<file path="src/rtl/bsc_pkg.sv">
// Shared constants, types and codes for the banker's safety checker.
// Used by bsc_lane, bsc_merge and bankers_safety_checker_unit; no dependencies.
`default_nettype none

package bsc_pkg;

  localparam int NUM_PROCESSES = 4;
  localparam int NUM_RESOURCES = 3;
  localparam int COUNT_WIDTH   = 8;

  localparam int PROC_W = $clog2(NUM_PROCESSES);
  // work = available plus every allocation: never overflows at this width
  localparam int WORK_W = COUNT_WIDTH + $clog2(NUM_PROCESSES + 1);

  typedef logic [COUNT_WIDTH-1:0]              count_t;
  typedef logic [WORK_W-1:0]                   work_t;
  typedef logic [PROC_W-1:0]                   proc_t;
  typedef count_t [NUM_RESOURCES-1:0]          count_vec_t;
  typedef work_t  [NUM_RESOURCES-1:0]          work_vec_t;

  typedef enum logic [1:0] {
    ACT_LOAD  = 2'd0,
    ACT_SET   = 2'd1,
    ACT_REQ   = 2'd2,
    ACT_CHECK = 2'd3
  } action_e;

  typedef enum logic [2:0] {
    ST_LOADED      = 3'd0,
    ST_SAFE        = 3'd1,
    ST_UNSAFE      = 3'd2,
    ST_EXCEEDS     = 3'd3,
    ST_MUST_WAIT   = 3'd4,
    ST_LOAD_REJECT = 3'd5
  } status_e;

  // What one lane reports for its process in the current scan step
  typedef struct packed {
    logic       fits;
    count_vec_t alloc;
  } lane_out_t;

  // Result of combining the lanes
  typedef struct packed {
    logic      found;
    proc_t     pick;
    work_vec_t work;
  } merge_t;

endpackage

`default_nettype wire

</file>
<file path="src/rtl/bsc_lane.sv">
// One process lane: checks whether the process's remaining need fits the work vector.
// Applies a pending request to the row first. Depends on bsc_pkg.
`default_nettype none

module bsc_lane
  import bsc_pkg::*;
(
  input  var count_vec_t alloc_i,
  input  var count_vec_t need_i,
  input  var count_vec_t req_i,
  input  var logic       own_i,
  input  var logic       done_i,
  input  var work_vec_t  work_i,
  output var lane_out_t  lane_o
);

  count_vec_t eff_need;
  logic       all_fit;

  always_comb begin
    all_fit = 1'b1;
    for (int r = 0; r < NUM_RESOURCES; r++) begin
      eff_need[r]      = own_i ? count_t'(need_i[r] - req_i[r]) : need_i[r];
      lane_o.alloc[r]  = own_i ? count_t'(alloc_i[r] + req_i[r]) : alloc_i[r];
      if (work_t'(eff_need[r]) > work_i[r]) begin
        all_fit = 1'b0;
      end
    end
    lane_o.fits = all_fit & ~done_i;
  end

endmodule

`default_nettype wire

</file>
<file path="src/rtl/bsc_merge.sv">
// Merge stage: picks the lowest-index fitting lane and returns its allocation to work.
// Depends on bsc_pkg.
`default_nettype none

module bsc_merge
  import bsc_pkg::*;
(
  input  var lane_out_t [NUM_PROCESSES-1:0] lanes_i,
  input  var work_vec_t                     work_i,
  output var merge_t                        merge_o
);

  count_vec_t sel_alloc;

  always_comb begin
    merge_o.found = 1'b0;
    merge_o.pick  = '0;
    sel_alloc     = '0;
    for (int p = NUM_PROCESSES - 1; p >= 0; p--) begin
      if (lanes_i[p].fits) begin
        merge_o.found = 1'b1;
        merge_o.pick  = proc_t'(p);
        sel_alloc     = lanes_i[p].alloc;
      end
    end
    for (int r = 0; r < NUM_RESOURCES; r++) begin
      merge_o.work[r] = work_t'(work_i[r] + work_t'(sel_alloc[r]));
    end
  end

endmodule

`default_nettype wire

</file>
<file path="src/rtl/bankers_safety_checker_unit.sv">
// Top level of the banker's deadlock-avoidance checker: state tables, control and
// output register. Depends on bsc_pkg, bsc_lane and bsc_merge.
//
// Usage:
//   Requests enter on in_valid_i / in_stall_o with action_i, process_i, unit_*_i and
//   max_*_i; one response per request leaves on out_valid_o / out_stall_i with
//   status_o and order_0_o..order_3_o (orders are zero unless status is safe).
//   Load, set-available and refused requests answer without a scan: the response is
//   visible the cycle after acceptance.
//   A safety check, or a request that passes the need and availability tests, runs
//   the safety scan: one lane per process tests need against work in parallel and
//   the merge stage grants the lowest fitting process, one grant per cycle. The
//   scan ends at the first step with no fitting process, or once every process
//   has been granted; the response is registered when the scan ends. Only one
//   request is in flight at a time: no new request is taken during a scan.
//   A granted request is committed only when the scan ends safe; otherwise the
//   tables are left as they were.
//   Reset clears allocation, need and available tables and drops any response.
//   While the receiver stalls, the response holds; a new request is still taken
//   when the output is draining in that cycle, otherwise in_stall_o stays high.
`default_nettype none

module bankers_safety_checker_unit
  import bsc_pkg::*;
(
  input  var logic       clk_i,
  input  var logic       rst_ni,
  input  var logic       in_valid_i,
  output var logic       in_stall_o,
  input  var logic [1:0] action_i,
  input  var logic [1:0] process_i,
  input  var logic [7:0] unit_0_i,
  input  var logic [7:0] unit_1_i,
  input  var logic [7:0] unit_2_i,
  input  var logic [7:0] max_0_i,
  input  var logic [7:0] max_1_i,
  input  var logic [7:0] max_2_i,
  output var logic       out_valid_o,
  input  var logic       out_stall_i,
  output var logic [2:0] status_o,
  output var logic [1:0] order_0_o,
  output var logic [1:0] order_1_o,
  output var logic [1:0] order_2_o,
  output var logic [1:0] order_3_o
);

  typedef enum logic {
    S_IDLE,
    S_SCAN
  } state_e;

  localparam int LAST_STEP = NUM_PROCESSES - 1;

  state_e state_q;

  // Banker's tables
  count_vec_t [NUM_PROCESSES-1:0] alloc_q;
  count_vec_t [NUM_PROCESSES-1:0] need_q;
  count_vec_t                     avail_q;

  // Scan context
  logic                       grant_q;
  proc_t                      proc_q;
  count_vec_t                 req_q;
  work_vec_t                  work_q;
  logic [NUM_PROCESSES-1:0]   done_q;
  proc_t [NUM_PROCESSES-1:0]  seq_q;
  proc_t                      step_q;

  // Output register
  logic       out_valid_q;
  status_e    status_q;
  logic [1:0] order_q [4];

  count_vec_t unit_vec;
  count_vec_t max_vec;
  proc_t      proc_in;
  action_e    action_in;
  logic       proc_ok;
  logic       load_ok;
  logic       over_need;
  logic       must_wait;
  logic       respond_now;
  logic       accept;
  proc_t [NUM_PROCESSES-1:0] seq_next;

  lane_out_t [NUM_PROCESSES-1:0] lanes;
  merge_t                        merge;

  // Unpack the request and run the immediate checks
  always_comb begin
    unit_vec  = '0;
    max_vec   = '0;
    unit_vec[0] = count_t'(unit_0_i);
    unit_vec[1] = count_t'(unit_1_i);
    unit_vec[2] = count_t'(unit_2_i);
    max_vec[0]  = count_t'(max_0_i);
    max_vec[1]  = count_t'(max_1_i);
    max_vec[2]  = count_t'(max_2_i);
    proc_in   = proc_t'(process_i);
    action_in = action_e'(action_i);
    proc_ok   = (int'(process_i) < NUM_PROCESSES);
    load_ok   = proc_ok;
    over_need = ~proc_ok;
    must_wait = 1'b0;
    for (int r = 0; r < NUM_RESOURCES; r++) begin
      if (unit_vec[r] > max_vec[r]) begin
        load_ok = 1'b0;
      end
      if (proc_ok && (unit_vec[r] > need_q[proc_in][r])) begin
        over_need = 1'b1;
      end
      if (unit_vec[r] > avail_q[r]) begin
        must_wait = 1'b1;
      end
    end
    // load, set and refused requests answer without a scan
    respond_now = (action_in == ACT_LOAD) || (action_in == ACT_SET) ||
                  ((action_in == ACT_REQ) && (over_need || must_wait));
  end

  // Take a new request only when idle and the output slot frees up
  assign in_stall_o = (state_q != S_IDLE) || (out_valid_q && out_stall_i);
  assign accept     = in_valid_i && !in_stall_o;

  // One lane per process
  for (genvar p = 0; p < NUM_PROCESSES; p++) begin : g_lane
    bsc_lane u_lane (
      .alloc_i (alloc_q[p]),
      .need_i  (need_q[p]),
      .req_i   (req_q),
      .own_i   (grant_q && (proc_q == proc_t'(p))),
      .done_i  (done_q[p]),
      .work_i  (work_q),
      .lane_o  (lanes[p])
    );
  end

  bsc_merge u_merge (
    .lanes_i (lanes),
    .work_i  (work_q),
    .merge_o (merge)
  );

  always_comb begin
    seq_next         = seq_q;
    seq_next[step_q] = merge.pick;
  end

  always_ff @(posedge clk_i or negedge rst_ni) begin
    if (!rst_ni) begin
      state_q     <= S_IDLE;
      alloc_q     <= '0;
      need_q      <= '0;
      avail_q     <= '0;
      grant_q     <= 1'b0;
      done_q      <= '0;
      step_q      <= '0;
      out_valid_q <= 1'b0;
    end else begin
      // drop the response once taken; a request taken in the same cycle sets its own
      if (out_valid_q && !out_stall_i && !accept) begin
        out_valid_q <= 1'b0;
      end

      case (state_q)
        S_IDLE: begin
          if (accept) begin
            out_valid_q <= respond_now;
            for (int k = 0; k < 4; k++) begin
              order_q[k] <= '0;
            end
            done_q  <= '0;
            step_q  <= '0;
            proc_q  <= proc_in;
            req_q   <= unit_vec;
            grant_q <= 1'b0;
            for (int r = 0; r < NUM_RESOURCES; r++) begin
              work_q[r] <= work_t'(avail_q[r]);
            end
            case (action_in)
              ACT_LOAD: begin
                if (load_ok) begin
                  status_q        <= ST_LOADED;
                  alloc_q[proc_in] <= unit_vec;
                  for (int r = 0; r < NUM_RESOURCES; r++) begin
                    need_q[proc_in][r] <= count_t'(max_vec[r] - unit_vec[r]);
                  end
                end else begin
                  status_q <= ST_LOAD_REJECT;
                end
              end
              ACT_SET: begin
                status_q    <= ST_LOADED;
                avail_q     <= unit_vec;
              end
              ACT_REQ: begin
                if (over_need) begin
                  status_q    <= ST_EXCEEDS;
                end else if (must_wait) begin
                  status_q    <= ST_MUST_WAIT;
                end else begin
                  // scan the tentative state: work starts from available minus request
                  grant_q <= 1'b1;
                  for (int r = 0; r < NUM_RESOURCES; r++) begin
                    work_q[r] <= work_t'(count_t'(avail_q[r] - unit_vec[r]));
                  end
                  state_q <= S_SCAN;
                end
              end
              ACT_CHECK: begin
                state_q <= S_SCAN;
              end
              default: begin
                state_q <= S_IDLE;
              end
            endcase
          end
        end

        S_SCAN: begin
          if (!merge.found) begin
            // no candidate: unsafe, leave the tables untouched
            out_valid_q <= 1'b1;
            status_q    <= ST_UNSAFE;
            state_q     <= S_IDLE;
          end else begin
            done_q[merge.pick] <= 1'b1;
            seq_q              <= seq_next;
            work_q             <= merge.work;
            step_q             <= step_q + proc_t'(1);
            if (step_q == proc_t'(LAST_STEP)) begin
              out_valid_q <= 1'b1;
              status_q    <= ST_SAFE;
              for (int k = 0; k < 4 && k < NUM_PROCESSES; k++) begin
                order_q[k] <= 2'(seq_next[k]);
              end
              // commit the granted request
              if (grant_q) begin
                for (int r = 0; r < NUM_RESOURCES; r++) begin
                  avail_q[r]         <= count_t'(avail_q[r] - req_q[r]);
                  alloc_q[proc_q][r] <= count_t'(alloc_q[proc_q][r] + req_q[r]);
                  need_q[proc_q][r]  <= count_t'(need_q[proc_q][r] - req_q[r]);
                end
              end
              state_q <= S_IDLE;
            end
          end
        end

        default: begin
          state_q <= S_IDLE;
        end
      endcase
    end
  end

  assign out_valid_o = out_valid_q;
  assign status_o    = status_q;
  assign order_0_o   = order_q[0];
  assign order_1_o   = order_q[1];
  assign order_2_o   = order_q[2];
  assign order_3_o   = order_q[3];

endmodule

`default_nettype wire
</file>
<file path="config.mk">
export PLATFORM = sky130hd
export DESIGN_NAME = bankers_safety_checker_unit
export DESIGN_NICKNAME = d
export VERILOG_FILES = /design/src/rtl/bsc_pkg.sv /design/src/rtl/bsc_lane.sv /design/src/rtl/bsc_merge.sv /design/src/rtl/bankers_safety_checker_unit.sv
export SDC_FILE = /design/constraint.sdc
export NUM_CORES = 2
export LEC_CHECK = 0
export ABC_AREA = 1
export ABC_CLOCK_PERIOD_IN_PS = 8460
export BUFFER_PORTS_ARGS = -buffer_cell sky130_fd_sc_hd__buf_2
export CAP_MARGIN = 5
export CORE_UTILIZATION = 65
export DETAILED_ROUTE_END_ITERATION = 16
export PLACE_DENSITY = 0.82
export RECOVER_POWER = 50
export SYNTH_ARGS = -nofsm -noshare
export SYNTH_HDL_FRONTEND = slang
export SYNTH_SLANG_ARGS = --single-unit
</file>
<file path="constraint.sdc">
create_clock -name clk_i -period 8.46 [get_ports clk_i]
set_input_delay 1.692 -clock clk_i [delete_from_list [all_inputs] [get_ports clk_i]]
set_output_delay 1.692 -clock clk_i [all_outputs]
set_load 0.005 [all_outputs]
</file>
==> run summary <==
run status = finished, violations left
failing checks = max-capacitance violations, max-slew violations
# fillers = 4,389
HPWL Detailed = 89.7 mm
Hold Crit Depth = 2
clk buf depth = 3
Finished Layout Cells = 5,318
pin count of the biggest net entering global routing = 197
Req. time, crit path = 8.81 ns
# nets final = 5,142
share of cells above drive strength 1 = 4.87%
Critical Path AT = 8.11 ns
Crit path largest cell delay = 1.33 ns
Worst Reg-to-Reg Cells = 23
CTS tree = done
post-cts resize count = 0
Final TNS setup = 0 ns
Worst Hold Class = reg -> reg
Synth Warn # = 0
DIE WIDTH = 229 um
sequential fraction of the synthesis area = 23.8%
top cells by area, synth = dfrtp_1 17%, ha_1 16%, nand2_1 14%
average wire per standard cell = 24.4 um
max_cap viols = 8
port buffer count = 68
global-route wire length before repair = 194 mm
H-Tree Depth = 2
CP Class = in -> reg
reg2reg end = order_q[1][1]$_SDFFCE_PN0P_
slew margin rel. = -169%
antenna violations before repair = 7
Tot GR Track Use = 48.6%
Cells after Synth = 4,657
final core utilization = 70.1%
via count = 36,000
clk_lat worst skew = 0.59 ns
max-slew violation count = 304
WP buf/inv = 6
most frequent CP cell = inv_1
Hold Crit Endpoint = alloc_q[68]$_DFFE_PN0P_
R2R setup slack = 0.93 ns
clock slew at reported path FFs = 0.06 ns
CP Capture Type = register
CP max-delay cell = clkbuf_1
Num CTS Buffers = 39
Vias/cell = 6.77
Synth top area share = 16.9%
IO Count = 69
gpl congestion = 1.03
CTS Sinks = 302
wirelength, routed = 130 mm
Yosys cell types = 48
die height = 229 um
unrepaired setup endpoints after global routing = no
Rows = 82
worst-path fanout max = 28
Core ar. = 50,500 sq um
Hold-fix buffers, CTS = 0
Yosys reg bits = 302
Initial Util = 66.2%
Yosys top cell by area = dfrtp_1
Post-DRT Antenna Nets = 0
initial DRC count = 5,445
Hold Crit Start = alloc_q[68]$_DFFE_PN0P_
Leak = 17.7 nW
gr ovfl total = 0
Placed Cells = 5,244
drt pass-1 iters = 7
worst IR drop on VDD = 0.376 mV
number of global-route vias before repair = 32,900
Syn Std Cell Area = 33,400 sq um
P per Cell Area = 309 nW/um^2
fmax = 0.129 GHz
worst hold margin = 0.506 ns
worst slew pin tran = 4.04 ns
Total Power = 10.9 mW
clk root buf = clkbuf_16
final hold vios = 0
RR Startpoint = req_q[9]$_DFFE_PP_
Layout area overhead = 5.88%
crit-path cells = clkbuf_1 -> inv_1 -> nor2_1 -> inv_1 -> o22ai_1 -> a221oi_1 -> ha_1 -> nand2_1 -> nor2_1 -> nand3_1 -> o21ai_0 -> nand3_1 -> nor2_1 -> nand2_1 -> inv_1 -> clkbuf_1 -> o21ai_0 -> nand3_1 -> inv_1
DIE AREA = 52,300 sq um
Primary FF master, synth = dfrtp_1
Tmin final = 7.77 ns
DRC errors left = 0
crit start category = input port
EDFF count, synth = 77
Synthesized Nets = 5,186
delay-heaviest family, CP = buffers and inverters
post-CTS setup buffer count = 0
clk_skew = 0.0213 ns
setup violators final = 0
Mean Syn Cell Area = 7.17 sq um
Final Cycle Share = 91.8%
ys async rst share = 74.5%
worst max-delay path by stage:
stage	startpoint	end	slack [ns]	depth (start not counted)
floorplan	req_q[9]$_DFFE_PP_	work_q[8]$_SDFFCE_PN0P_	2.95	33
global placement	req_q[1]$_DFFE_PP_	work_q[10]$_SDFFCE_PN0P_	1.80	30
detailed placement	req_q[9]$_DFFE_PP_	work_q[30]$_SDFFCE_PN0P_	1.63	32
CTS	req_q[1]$_DFFE_PP_	work_q[30]$_SDFFCE_PN0P_	1.59	32
global route	req_q[9]$_DFFE_PP_	work_q[21]$_SDFFCE_PN0P_	0.51	32
finish	process_i[0]	status_o[1]$_DFFE_PP_	0.69	19
state kept, by name (all words and copies together), names as in the netlist:
| name | cells |
|---|---|
| status_o | 3 |
| state_q | 1 |
| work_q | 33 |
| alloc_q | 96 |
| req_q | 24 |
| step_q | 2 |
| out_valid_o | 1 |
| order_q | 8 |
| done_q | 4 |
| seq_q | 7 |
| proc_q | 2 |
| need_q | 96 |
| grant_q | 1 |
| avail_q | 24 |
placed cells by master, fill, tap and decap left out, types with 30 or more instances in the layout:
cell type / Yosys / layout
nand4_1: 240 / 240
inv_1: 417 / 414
nor2_1: 166 / 161
fa_1: 42 / 42
o21ai_0: 275 / 277
ha_1: 431 / 431
o22ai_1: 208 / 208
o211ai_1: 39 / 39
a22oi_1: 59 / 59
a31oi_1: 30 / 30
dfrtp_1: 225 / 224
buf_2: 40 / 35
nand2_1: 1290 / 1284
a21oi_1: 291 / 291
clkbuf_1: 110 / 48
xor2_1: 94 / 94
nand3_1: 217 / 217
buf_4: 16 / 52
clkbuf_16: 0 / 40
xnor2_1: 106 / 106
edfxtp_1: 77 / 77
logic make-up after synthesis:
| family | Yosys count | share of synthesized area (%) |
|---|---|---|
| AO/OA/AOI/OAI | 1025 | 18.1 |
| XOR/XNOR | 200 | 5.24 |
| adder cells (fa/ha/maj) | 473 | 18.7 |
| buffers and inverters | 647 | 7.87 |
| flip-flops | 302 | 23.8 |
| multiplexers | 14 | 0.419 |
| AND/OR/NAND/NOR | 1996 | 26.0 |
worst reg2reg max path, cell delays in order, from the launching register on:
cell and delay, ns:
edfxtp_1 0.70, inv_1 0.50, fa_1 0.60, nand3_1 0.09, and2_0 0.19, nor2_1 0.05, o21ai_0 0.16, nand2_1 0.09
xnor2_1 0.14, a21oi_1 0.08, ha_1 0.31, a21oi_1 0.14, o21ai_0 0.12, nand2_1 0.08, nand3_1 0.06, nand2_1 0.28
inv_1 0.08, nor2_1 1.31, nor2_8 0.32, nand2_4 0.25, nand2_1 0.11, nor2_1 0.61, nand2_1 0.37, o21ai_0 0.53
area by class of cell:
| type | instances | area (sq um) | area share, % |
|---|---|---|---|
| Antenna cell | 4 | 10.0 | 0.0283 |
| Sequential cell | 302 | 7940 | 22.5 |
| Timing Repair Buffer | 128 | 747 | 2.11 |
| Clock inverter | 19 | 235 | 0.665 |
| Inverter | 434 | 1630 | 4.61 |
| Multi-Input combinational cell | 3708 | 22900 | 64.8 |
| Tap cell | 672 | 841 | 2.38 |
| Clock buffer | 51 | 1060 | 3.00 |
power by group:
group	internal, mW	switching (mW)	total, mW	leakage [nW]
Clock	1.04	0.721	1.76	0.644
Sequential	1.99	0.650	2.64	3.80
Combinational	2.25	4.28	6.53	13.2
cell usage after synthesis (all sizes together), types with 4 or more instances:
library cell  instances
nand2              1296
ha                  431
inv                 430
a21oi               292
o21ai               280
nand4               240
dfrtp               225
nand3               220
o22ai               208
nor2                184
clkbuf              110
xnor2               106
buf                 103
xor2                 94
edfxtp               77
a22oi                59
fa                   42
o211ai               39
a31oi                30
a221oi               24
o221ai               22
or2                  22
a21o                 15
mux2i                14
o21a                 14
o21bai               14
nand3b               13
a21boi               11
and2                 11
o31ai                11
nor2b                 6
clkinv                4
nor3                  4
layer usage:
metal,vias to the layer above,track usage (%),share of wire [%]
met5,-,0,0.11
met4,8,27.7,7.4
met3,744,19.2,17
met2,2906,69.3,39
met1,16200,62.2,36
li1,16100,-,-
per-stage QoR:
stage | instance area [sq um] | setup WS, ns
finish | 35400 | 0.694
global route | 35400 | 0.512
detailed placement | 34100 | 1.63
floorplan | 33400 | 2.95
global placement | 34100 | 1.80
CTS | 35400 | 1.59
Note: power is estimated with default switching activity, not from simulation.
